`config.mk`:
```
export PLATFORM = sky130hd
export DESIGN_NAME = biquad_iir_filter_flat
export DESIGN_NICKNAME = d
export VERILOG_FILES = /design/src/rtl/biq_pkg.sv /design/src/rtl/biq_stream_if.sv /design/src/rtl/biq_apb_regs.sv /design/src/rtl/biq_digit_mul.sv /design/src/rtl/biquad_iir_filter.sv /design/src/flat_wrapper.sv
export SDC_FILE = /design/constraint.sdc
export NUM_CORES = 2
export LEC_CHECK = 0
export BUFFER_PORTS_ARGS = -buffer_cell sky130_fd_sc_hd__buf_2
export CAP_MARGIN = 10
export CORE_MARGIN = 4
export CORE_UTILIZATION = 64
export CTS_CLUSTER_DIAMETER = 30
export CTS_CLUSTER_SIZE = 40
export DETAILED_ROUTE_END_ITERATION = 12
export GPL_TIMING_DRIVEN = 0
export PLACE_DENSITY = 0.88
export RECOVER_POWER = 100
export SLEW_MARGIN = 10
export SYNTH_ARGS = -nofsm -noshare
export SYNTH_HDL_FRONTEND = slang
export SYNTH_SLANG_ARGS = --single-unit
```
`constraint.sdc`:
```
create_clock -name clk -period 8 [get_ports clk]
set_input_delay 0.4 -clock clk [delete_from_list [all_inputs] [get_ports clk]]
set_output_delay 0.4 -clock clk [all_outputs]
set_load 0.1 [all_outputs]
```
`src/rtl/biq_pkg.sv`:
```
// Shared types and constants for the biquad IIR filter.
// Used by the channel interfaces, the register block, the digit multiplier and the top level.
package biq_pkg;

	localparam int DEF_SAMPLE_BITS    = 16;
	localparam int DEF_COEF_FRAC_BITS = 20;

	// Coefficients are stored 24 bits wide, the delay words 32 bits wide.
	localparam int COEF_W     = 24;
	localparam int STATE_W    = 32;
	localparam int DIGIT_W    = 8;
	localparam int NUM_DIGITS = STATE_W / DIGIT_W;
	localparam int PROD_W     = COEF_W + STATE_W;

	localparam int NUM_COEFS = 5;
	localparam int REG_IDX_W = $clog2(NUM_COEFS);
	localparam int ADDR_W    = REG_IDX_W + 2;
	localparam int DATA_W    = 32;

	localparam logic [REG_IDX_W-1:0] REG_B0 = REG_IDX_W'(0);
	localparam logic [REG_IDX_W-1:0] REG_B1 = REG_IDX_W'(1);
	localparam logic [REG_IDX_W-1:0] REG_B2 = REG_IDX_W'(2);
	localparam logic [REG_IDX_W-1:0] REG_A1 = REG_IDX_W'(3);
	localparam logic [REG_IDX_W-1:0] REG_A2 = REG_IDX_W'(4);

	// Product terms in the order the sequencer works through them.
	localparam int TERM_W = 3;
	localparam logic [TERM_W-1:0] TERM_A1 = 3'd0;
	localparam logic [TERM_W-1:0] TERM_A2 = 3'd1;
	localparam logic [TERM_W-1:0] TERM_B0 = 3'd2;
	localparam logic [TERM_W-1:0] TERM_B1 = 3'd3;
	localparam logic [TERM_W-1:0] TERM_B2 = 3'd4;

	typedef struct packed {
		logic signed [COEF_W-1:0] b0;
		logic signed [COEF_W-1:0] b1;
		logic signed [COEF_W-1:0] b2;
		logic signed [COEF_W-1:0] a1;
		logic signed [COEF_W-1:0] a2;
	} coefs_t;

endpackage

```
`src/rtl/biq_stream_if.sv`:
```
// Valid/ready channel interfaces for input samples and filtered results.
// Depends on biq_pkg for the default sample width.
interface biq_in_if import biq_pkg::*; #(
	parameter int SAMPLE_BITS = DEF_SAMPLE_BITS
) ();
	logic                          valid;
	logic                          ready;
	logic signed [SAMPLE_BITS-1:0] sample_in;

	modport source (output valid, output sample_in, input ready);
	modport sink   (input valid, input sample_in, output ready);
endinterface

interface biq_out_if import biq_pkg::*; #(
	parameter int SAMPLE_BITS = DEF_SAMPLE_BITS
) ();
	logic                          valid;
	logic                          ready;
	logic signed [SAMPLE_BITS-1:0] sample_out;
	logic                          clipped;

	modport source (output valid, output sample_out, output clipped, input ready);
	modport sink   (input valid, input sample_out, input clipped, output ready);
endinterface

```
`src/rtl/biq_apb_regs.sv`:
```
// APB coefficient register block of the biquad filter.
// Depends on biq_pkg for the register map and the coefficient struct.
module biq_apb_regs import biq_pkg::*; (
	input  logic              clk,
	input  logic              arst_n,
	input  logic              psel,
	input  logic              penable,
	input  logic              pwrite,
	input  logic [ADDR_W-1:0] paddr,
	input  logic [DATA_W-1:0] pwdata,
	output logic [DATA_W-1:0] prdata,
	output logic              pready,
	output coefs_t            coefs
);

	coefs_t                 coefs_q;
	logic [REG_IDX_W-1:0]   idx;
	logic                   wr_en;
	logic [COEF_W-1:0]      rd_coef;
	logic                   rd_hit;

	assign idx    = paddr[ADDR_W-1:2];
	assign wr_en  = psel && penable && pwrite;
	assign pready = 1'b1;
	assign coefs  = coefs_q;

	always_ff @(posedge clk or negedge arst_n) begin
		if (!arst_n) begin
			coefs_q <= '0;
		end else if (wr_en) begin
			// Indexes past the last coefficient are silently dropped.
			unique case (idx)
				REG_B0:  coefs_q.b0 <= pwdata[COEF_W-1:0];
				REG_B1:  coefs_q.b1 <= pwdata[COEF_W-1:0];
				REG_B2:  coefs_q.b2 <= pwdata[COEF_W-1:0];
				REG_A1:  coefs_q.a1 <= pwdata[COEF_W-1:0];
				REG_A2:  coefs_q.a2 <= pwdata[COEF_W-1:0];
				default: ;
			endcase
		end
	end

	always_comb begin
		rd_hit  = 1'b1;
		rd_coef = '0;
		unique case (idx)
			REG_B0:  rd_coef = coefs_q.b0;
			REG_B1:  rd_coef = coefs_q.b1;
			REG_B2:  rd_coef = coefs_q.b2;
			REG_A1:  rd_coef = coefs_q.a1;
			REG_A2:  rd_coef = coefs_q.a2;
			default: rd_hit  = 1'b0;
		endcase
	end

	assign prdata = rd_hit ? {{(DATA_W-COEF_W){rd_coef[COEF_W-1]}}, rd_coef} : '0;

endmodule

```
`src/rtl/biq_digit_mul.sv`:
```
// Digit-serial signed multiplier: coefficient times a delay word, one 8-bit digit a cycle.
// Depends on biq_pkg for the operand, digit and product widths.
module biq_digit_mul import biq_pkg::*; (
	input  logic                      clk,
	input  logic                      arst_n,
	input  logic                      start,
	input  logic signed [COEF_W-1:0]  coef,
	input  logic signed [STATE_W-1:0] operand,
	output logic signed [PROD_W-1:0]  product,
	output logic                      done
);

	localparam int CNT_W = (NUM_DIGITS > 1) ? $clog2(NUM_DIGITS) : 1;
	localparam logic [CNT_W-1:0] LAST_DIGIT = CNT_W'(NUM_DIGITS - 1);

	logic                            busy_q;
	logic                            done_q;
	logic [CNT_W-1:0]                cnt_q;
	logic [STATE_W-1:0]              shreg_q;
	logic signed [COEF_W-1:0]        coef_q;
	logic signed [PROD_W-1:0]        prod_q;
	logic [DIGIT_W-1:0]              digit;
	logic signed [DIGIT_W:0]         sdigit;
	logic signed [COEF_W+DIGIT_W:0]  pp;

	// Digits leave the shift register most significant first; only the
	// first one carries the operand's sign.
	assign digit  = shreg_q[STATE_W-1 -: DIGIT_W];
	assign sdigit = {(cnt_q == '0) & digit[DIGIT_W-1], digit};
	assign pp     = coef_q * sdigit;

	always_ff @(posedge clk or negedge arst_n) begin
		if (!arst_n) begin
			busy_q <= 1'b0;
			done_q <= 1'b0;
			cnt_q  <= '0;
		end else begin
			done_q <= 1'b0;
			if (start) begin
				busy_q <= 1'b1;
				cnt_q  <= '0;
			end else if (busy_q) begin
				cnt_q <= cnt_q + CNT_W'(1);
				if (cnt_q == LAST_DIGIT) begin
					busy_q <= 1'b0;
					done_q <= 1'b1;
				end
			end
		end
	end

	always_ff @(posedge clk) begin
		if (start) begin
			shreg_q <= operand;
			coef_q  <= coef;
			prod_q  <= '0;
		end else if (busy_q) begin
			shreg_q <= shreg_q << DIGIT_W;
			prod_q  <= (prod_q <<< DIGIT_W) + PROD_W'(pp);
		end
	end

	assign product = prod_q;
	assign done    = done_q;

endmodule

```
`src/rtl/biquad_iir_filter.sv`:
```
// Top level of the biquad IIR filter: sequencer, accumulator, rounding and saturation.
// Depends on biq_pkg, the channel interfaces, biq_apb_regs and biq_digit_mul.
//
// Second-order IIR section in direct form II. One input word gives one result word:
// the five products of the section run one after another through a single 24 x 8
// bit multiplier that takes each 32-bit delay word in four digits, and each sum is
// rounded and saturated. A new sample is taken once the previous one has left the
// sequencer; the result register lets it wait for the sink meanwhile. The
// coefficients are signed Q4.20 words at byte addresses 0, 4, 8, 12 and 16 (b0, b1,
// b2, a1, a2). The user must write them only while the filter is idle; the block
// itself does not enforce this. The clipped flag is set when the internal state or
// the output saturated for that sample.
module biquad_iir_filter import biq_pkg::*; #(
	parameter int SAMPLE_BITS    = DEF_SAMPLE_BITS,
	parameter int COEF_FRAC_BITS = DEF_COEF_FRAC_BITS
) (
	input  logic              clk,
	input  logic              arst_n,
	biq_in_if.sink            sample,
	biq_out_if.source         result,
	input  logic              psel,
	input  logic              penable,
	input  logic              pwrite,
	input  logic [ADDR_W-1:0] paddr,
	input  logic [DATA_W-1:0] pwdata,
	output logic [DATA_W-1:0] prdata,
	output logic              pready
);

	localparam int ACC_W = ((PROD_W > SAMPLE_BITS + COEF_FRAC_BITS) ?
		PROD_W : SAMPLE_BITS + COEF_FRAC_BITS) + 3;
	localparam logic signed [ACC_W-1:0] HALF = ACC_W'(1) <<< (COEF_FRAC_BITS - 1);

	localparam logic [2:0] ST_IDLE  = 3'd0;
	localparam logic [2:0] ST_START = 3'd1;
	localparam logic [2:0] ST_WAIT  = 3'd2;
	localparam logic [2:0] ST_ACC   = 3'd3;
	localparam logic [2:0] ST_RND   = 3'd4;
	localparam logic [2:0] ST_SAT   = 3'd5;

	coefs_t                        coefs;
	logic [2:0]                    state_q;
	logic [TERM_W-1:0]             term_q;
	logic signed [ACC_W-1:0]       sum_q;
	logic signed [STATE_W-1:0]     w0_q;
	logic signed [STATE_W-1:0]     w1_q;
	logic signed [STATE_W-1:0]     w2_q;
	logic                          hit_q;
	logic                          out_valid_q;
	logic signed [SAMPLE_BITS-1:0] out_data_q;
	logic                          out_clip_q;

	logic                          in_fire;
	logic                          out_free;
	logic                          mul_start;
	logic                          mul_done;
	logic signed [COEF_W-1:0]      mul_coef;
	logic signed [STATE_W-1:0]     mul_operand;
	logic signed [PROD_W-1:0]      mul_product;
	logic signed [ACC_W-1:0]       prod_ext;
	logic signed [ACC_W-1:0]       shifted;
	logic                          w0_fits;
	logic signed [STATE_W-1:0]     w0_sat;
	logic                          y_fits;
	logic signed [SAMPLE_BITS-1:0] y_sat;
	logic                          feedback;

	biq_apb_regs u_regs (
		.clk     (clk),
		.arst_n  (arst_n),
		.psel    (psel),
		.penable (penable),
		.pwrite  (pwrite),
		.paddr   (paddr),
		.pwdata  (pwdata),
		.prdata  (prdata),
		.pready  (pready),
		.coefs   (coefs)
	);

	biq_digit_mul u_mul (
		.clk     (clk),
		.arst_n  (arst_n),
		.start   (mul_start),
		.coef    (mul_coef),
		.operand (mul_operand),
		.product (mul_product),
		.done    (mul_done)
	);

	assign sample.ready = (state_q == ST_IDLE);
	assign in_fire      = sample.valid && sample.ready;
	assign out_free     = !out_valid_q || result.ready;
	assign mul_start    = (state_q == ST_START);
	assign feedback     = (term_q == TERM_A1) || (term_q == TERM_A2);

	always_comb begin
		mul_coef    = coefs.b0;
		mul_operand = w1_q;
		unique case (term_q)
			TERM_A1: begin
				mul_coef    = coefs.a1;
				mul_operand = w1_q;
			end
			TERM_A2: begin
				mul_coef    = coefs.a2;
				mul_operand = w2_q;
			end
			TERM_B0: begin
				mul_coef    = coefs.b0;
				mul_operand = w0_q;
			end
			TERM_B1: begin
				mul_coef    = coefs.b1;
				mul_operand = w1_q;
			end
			TERM_B2: begin
				mul_coef    = coefs.b2;
				mul_operand = w2_q;
			end
			default: ;
		endcase
	end

	assign prod_ext = {{(ACC_W-PROD_W){mul_product[PROD_W-1]}}, mul_product};

	// The rounding constant is already in the sum, so the arithmetic shift is the
	// floor that gives round half up.
	assign shifted = sum_q >>> COEF_FRAC_BITS;
	assign w0_fits = (&shifted[ACC_W-1:STATE_W-1]) || !(|shifted[ACC_W-1:STATE_W-1]);
	assign w0_sat  = w0_fits ? shifted[STATE_W-1:0] :
		{shifted[ACC_W-1], {(STATE_W-1){!shifted[ACC_W-1]}}};
	assign y_fits  = (&shifted[ACC_W-1:SAMPLE_BITS-1]) ||
		!(|shifted[ACC_W-1:SAMPLE_BITS-1]);
	assign y_sat   = y_fits ? shifted[SAMPLE_BITS-1:0] :
		{shifted[ACC_W-1], {(SAMPLE_BITS-1){!shifted[ACC_W-1]}}};

	always_ff @(posedge clk or negedge arst_n) begin
		if (!arst_n) begin
			state_q     <= ST_IDLE;
			term_q      <= TERM_A1;
			w1_q        <= '0;
			w2_q        <= '0;
			out_valid_q <= 1'b0;
		end else begin
			// When the next word is stored in the same cycle, the flag stays set.
			if (result.valid && result.ready &&
				!(state_q == ST_SAT && term_q != TERM_A2)) begin
				out_valid_q <= 1'b0;
			end
			unique case (state_q)
				ST_IDLE: begin
					if (in_fire) begin
						term_q  <= TERM_A1;
						state_q <= ST_START;
					end
				end
				ST_START: state_q <= ST_WAIT;
				ST_WAIT: begin
					if (mul_done) begin
						state_q <= ST_ACC;
					end
				end
				ST_ACC: begin
					if (term_q == TERM_A2 || term_q == TERM_B2) begin
						state_q <= ST_RND;
					end else begin
						term_q  <= term_q + TERM_W'(1);
						state_q <= ST_START;
					end
				end
				ST_RND: state_q <= ST_SAT;
				ST_SAT: begin
					if (term_q == TERM_A2) begin
						term_q  <= TERM_B0;
						state_q <= ST_START;
					end else if (out_free) begin
						out_valid_q <= 1'b1;
						w2_q        <= w1_q;
						w1_q        <= w0_q;
						state_q     <= ST_IDLE;
					end
				end
				default: state_q <= ST_IDLE;
			endcase
		end
	end

	always_ff @(posedge clk) begin
		case (state_q)
			ST_IDLE: begin
				if (in_fire) begin
					sum_q <= {{(ACC_W-SAMPLE_BITS){sample.sample_in[SAMPLE_BITS-1]}},
						sample.sample_in} <<< COEF_FRAC_BITS;
					hit_q <= 1'b0;
				end
			end
			ST_ACC: sum_q <= feedback ? sum_q - prod_ext : sum_q + prod_ext;
			ST_RND: sum_q <= sum_q + HALF;
			ST_SAT: begin
				if (term_q == TERM_A2) begin
					w0_q  <= w0_sat;
					hit_q <= hit_q | !w0_fits;
					sum_q <= '0;
				end else if (out_free) begin
					out_data_q <= y_sat;
					out_clip_q <= hit_q | !y_fits;
				end
			end
			default: ;
		endcase
	end

	assign result.valid      = out_valid_q;
	assign result.sample_out = out_data_q;
	assign result.clipped    = out_clip_q;

endmodule

```
`src/flat_wrapper.sv`:
```
// flat-port wrapper written by rule: the top's interface ports become plain ports
module biquad_iir_filter_flat import biq_pkg::*;
#(
	parameter int SAMPLE_BITS    = DEF_SAMPLE_BITS,
	parameter int COEF_FRAC_BITS = DEF_COEF_FRAC_BITS
)
  (clk, arst_n, psel, penable, pwrite, paddr, pwdata, prdata, pready, sample_valid, sample_sample_in, sample_ready, result_valid, result_sample_out, result_clipped, result_ready);
  biq_in_if #(.SAMPLE_BITS(SAMPLE_BITS)) sample_i ();
  biq_out_if #(.SAMPLE_BITS(SAMPLE_BITS)) result_i ();
  input  logic clk;
  input  logic arst_n;
  input  logic psel;
  input  logic penable;
  input  logic pwrite;
  input  logic [ADDR_W-1:0] paddr;
  input  logic [DATA_W-1:0] pwdata;
  output logic [DATA_W-1:0] prdata;
  output logic pready;
  input wire logic [$bits(sample_i.valid)-1:0] sample_valid;
  input wire logic [$bits(sample_i.sample_in)-1:0] sample_sample_in;
  output wire logic [$bits(sample_i.ready)-1:0] sample_ready;
  output wire logic [$bits(result_i.valid)-1:0] result_valid;
  output wire logic [$bits(result_i.sample_out)-1:0] result_sample_out;
  output wire logic [$bits(result_i.clipped)-1:0] result_clipped;
  input wire logic [$bits(result_i.ready)-1:0] result_ready;
  assign sample_i.valid = sample_valid;
  assign sample_i.sample_in = sample_sample_in;
  assign sample_ready = sample_i.ready;
  assign result_valid = result_i.valid;
  assign result_sample_out = result_i.sample_out;
  assign result_clipped = result_i.clipped;
  assign result_i.ready = result_ready;
  biquad_iir_filter #(.SAMPLE_BITS(SAMPLE_BITS), .COEF_FRAC_BITS(COEF_FRAC_BITS)) u_core (.clk(clk), .arst_n(arst_n), .sample(sample_i), .result(result_i), .psel(psel), .penable(penable), .pwrite(pwrite), .paddr(paddr), .pwdata(pwdata), .prdata(prdata), .pready(pready));
endmodule
```
==> flow_summary.json <==
{
  "post-dp-hpwl_um": 71140,
  "rows": 84,
  "hold_viol": 0,
  "dieArea_mm2": 0.05664,
  "synthArstFlopShare_pct": 46.88,
  "rsz0062_at_grt": "false",
  "status": "finished, violations left",
  "worstSetupPathType": "reg2reg",
  "syn-num-nets": 3982,
  "maxSlewViolCount": 235,
  "cp-start-kind": "flop",
  "drive_gt1_share_pct": 12.16,
  "cts.sinks": 416,
  "syn_inst": 3491,
  "fillers": 3430,
  "hp-class": "in2reg",
  "via_per_inst": 6.464,
  "clockBufferDepth": 3,
  "synth_edf_count": 165,
  "grt_max_degree": 109,
  "synth_area_mm2": 0.03385,
  "post_synth.cell_area_avg_um2": 9.698,
  "maxCapViolations": 7,
  "antenna_found_initial": 2,
  "worstSkewPairLatency_ps": 650,
  "coreArea_mm2": 0.05245,
  "finalNetCount": 4180,
  "cp_num_buf_inv": 8,
  "worstPathRequired_ps": 8510,
  "wl_um": 100300,
  "max_stage_delay_ps": 660,
  "ys_ff_latch": 416,
  "die_height_um": 238.0,
  "fmax_mhz": 130.3,
  "layout_setup_ws_ps": 324.1,
  "route.detailed.drc": 0,
  "cts_tree": "built",
  "crit_family": "adder cells",
  "cts_root_buf": "clkbuf_16",
  "synth_seq_area_share_pct": 32.36,
  "grt_pass1_vias": 29010,
  "io_pins": 112,
  "cp_data_arrival_time_ps": 8190,
  "grt_remaining_overflow": 0,
  "multi_input_area_mm2": 0.02062,
  "pre_cts_slack_ps": -792.2,
  "worstSetupEndpointType": "flop",
  "first_pass_iters": 8,
  "portBuffers": 99,
  "regArea_mm2": 0.01096,
  "vias": 28760,
  "worst_slew_pin_slew_ps": 5497,
  "setup_viol": 0,
  "track_usage_pct": 34.89,
  "fin_worst_skew_ps": 49.05,
  "area_growth_pct": 12.76,
  "ant_nets": 0,
  "drt-wirelength-per-cell_um": 22.54,
  "clkTransAtPathRegs_ps": 50,
  "min_period_over_period_pct": 95.95,
  "gp_congestion": 0.9777,
  "grt_pass1_wl_um": 156700,
  "crit_slowest_cell": "fa_2",
  "period_minus_slack_ps": 7676,
  "initial_core_util_pct": 64.55,
  "yosys_warnings": 0,
  "relSlewSlack_pct": -266.5,
  "fp.dieW_um": 238.0,
  "violations": "max-capacitance violations, max-slew violations",
  "drtIter0Drc": 3735,
  "cp_max_fo": 10,
  "numCtsBuffers": 82,
  "ys.flop_type": "dfrtp_1",
  "ctsHtreeMaxLevel": 3,
  "post_synth_num_cell_types": 78
}
==> sequential cells by signal, indices dropped and copies added, names as in the netlist, 2 cells and up <==
name and cells:
u_core.term_q 3, u_core.u_mul.cnt_q 2, u_core.u_regs.coefs 120, u_core.w1_q 32
u_core.u_mul.product 56, u_core.w0_q 32, u_core.u_mul.shreg_q 32, u_core.w2_q 32
u_core.state_q 3, u_core.result.sample_out 16, u_core.sum_q 59, u_core.u_mul.coef_q 24
==> synth_stat cells, types with 23 or more instances <==
cell type / number / area (um^2)
o221ai_1: 23 / 201.4
dfrtp_1: 195 / 4880
nand3_1: 38 / 190.2
mux2i_1: 38 / 380.4
fa_1: 248 / 4965
clkbuf_1: 160 / 600.6
a21oi_1: 194 / 970.9
a21o_1: 40 / 300.3
dfxtp_1: 56 / 1121
nor2_1: 257 / 964.7
o21ai_0: 115 / 575.6
mux2_2: 232 / 2613
nor2b_1: 30 / 187.7
nand2_1: 297 / 1115
a31oi_1: 45 / 281.5
inv_1: 410 / 1539
edfxtp_1: 165 / 4955
nand4_1: 26 / 162.7
a222oi_1: 24 / 240.2
a22oi_1: 94 / 705.7
and2_1: 95 / 594.3
nor3_1: 31 / 155.2
o22ai_1: 30 / 187.7
o21a_1: 38 / 285.3
ha_1: 183 / 2290
xnor2_1: 120 / 1051
and3_1: 27 / 168.9
xor2_1: 75 / 656.9
==> cell usage in the layout (no fill, tap or decap), types with 117 or more instances in the layout <==
| cell | synthesis | routed |
|---|---|---|
| edfxtp_1 | 165 | 165 |
| dfrtp_1 | 195 | 195 |
| nor2_1 | 257 | 257 |
| mux2_2 | 232 | 224 |
| clkbuf_1 | 160 | 229 |
| ha_1 | 183 | 183 |
| nand2_1 | 297 | 297 |
| inv_1 | 410 | 408 |
| xnor2_1 | 120 | 120 |
| a21oi_1 | 194 | 195 |
| fa_1 | 248 | 246 |
| o21ai_0 | 115 | 117 |
==> area by class of cell <==
cell class / count / share of cell area [%]
diodes: 2 / 0.01311
plain buffers: 184 / 1.931
clock buffers: 105 / 6.090
clock inverters: 49 / 1.485
inverters: 412 / 4.071
multi-input cells: 2479 / 54.02
flip-flops and latches: 416 / 28.70
well taps: 688 / 2.255
repair buffers: 114 / 1.436
==> what timing repair did <==
action                                  CTS  global route
resized for setup                         7             5
hold endpoints to repair                 87             0
pin swaps                                 0             1
setup buffers                             7             2
endpoints found under the setup margin   12             8
hold buffers                              1             0
==> cells by family after synthesis <==
kind of cell               Yosys count  synth area share, %
xor gates and xnor gates           195                5.045
adders and majority gates          431                21.43
DFF                                416                32.36
AOI/OAI and AO/OA                  709                13.66
muxes                              270                8.840
buffers and inverters              596                6.730
other                                1              0.01108
and+or+nand+nor                    873                11.93
==> final timing paths <==
check	start	to	slack, ps	cells past startpoint
setup / recovery	u_core.u_mul.shreg_q[27]	u_core.u_mul.product[52]	320	25
hold / removal	pwdata[1]	u_core.u_regs.coefs[49]	60	2
setup reg to reg	u_core.u_mul.shreg_q[27]	u_core.u_mul.product[52]	320	25
hold reg to reg	u_core.w2_q[25]	u_core.w2_q[25]	510	1
max in group asynchronous	arst_n	u_core.state_q[0]	2550	2
min in group asynchronous	arst_n	u_core.u_regs.coefs[19]	2340	2
==> through the flow <==
step	setup TNS [ps]	utilization, %	instance area [um^2]	hold slack (ps)	cells
floorplan	0	-	33860	104.4	3491
detailed placement	-4568	67.38	35340	460.2	4282
CTS	0	73.04	38310	41.62	4444
global route	0	72.78	38170	61.53	4448
finish	0	72.79	38170	59.09	4449
global placement	-3351	67.14	35210	489.9	4278
==> layer usage <==
| layer | wire length (um) | GRT usage [%] | up-vias | share of wire (%) |
|---|---|---|---|---|
| met5 | 71 | 1.431 | - | 0.071 |
| met4 | 5825 | 17.24 | 2 | 5.8 |
| met3 | 11010 | 7.351 | 474 | 11 |
| met2 | 45970 | 54.99 | 1844 | 46 |
| met1 | 37390 | 46.26 | 14020 | 37 |
| li1 | - | - | 12420 | - |
Power is left out: the tool's default activity adds up to more than one toggle a clock period on the data nets, which glitch-free logic cannot reach.
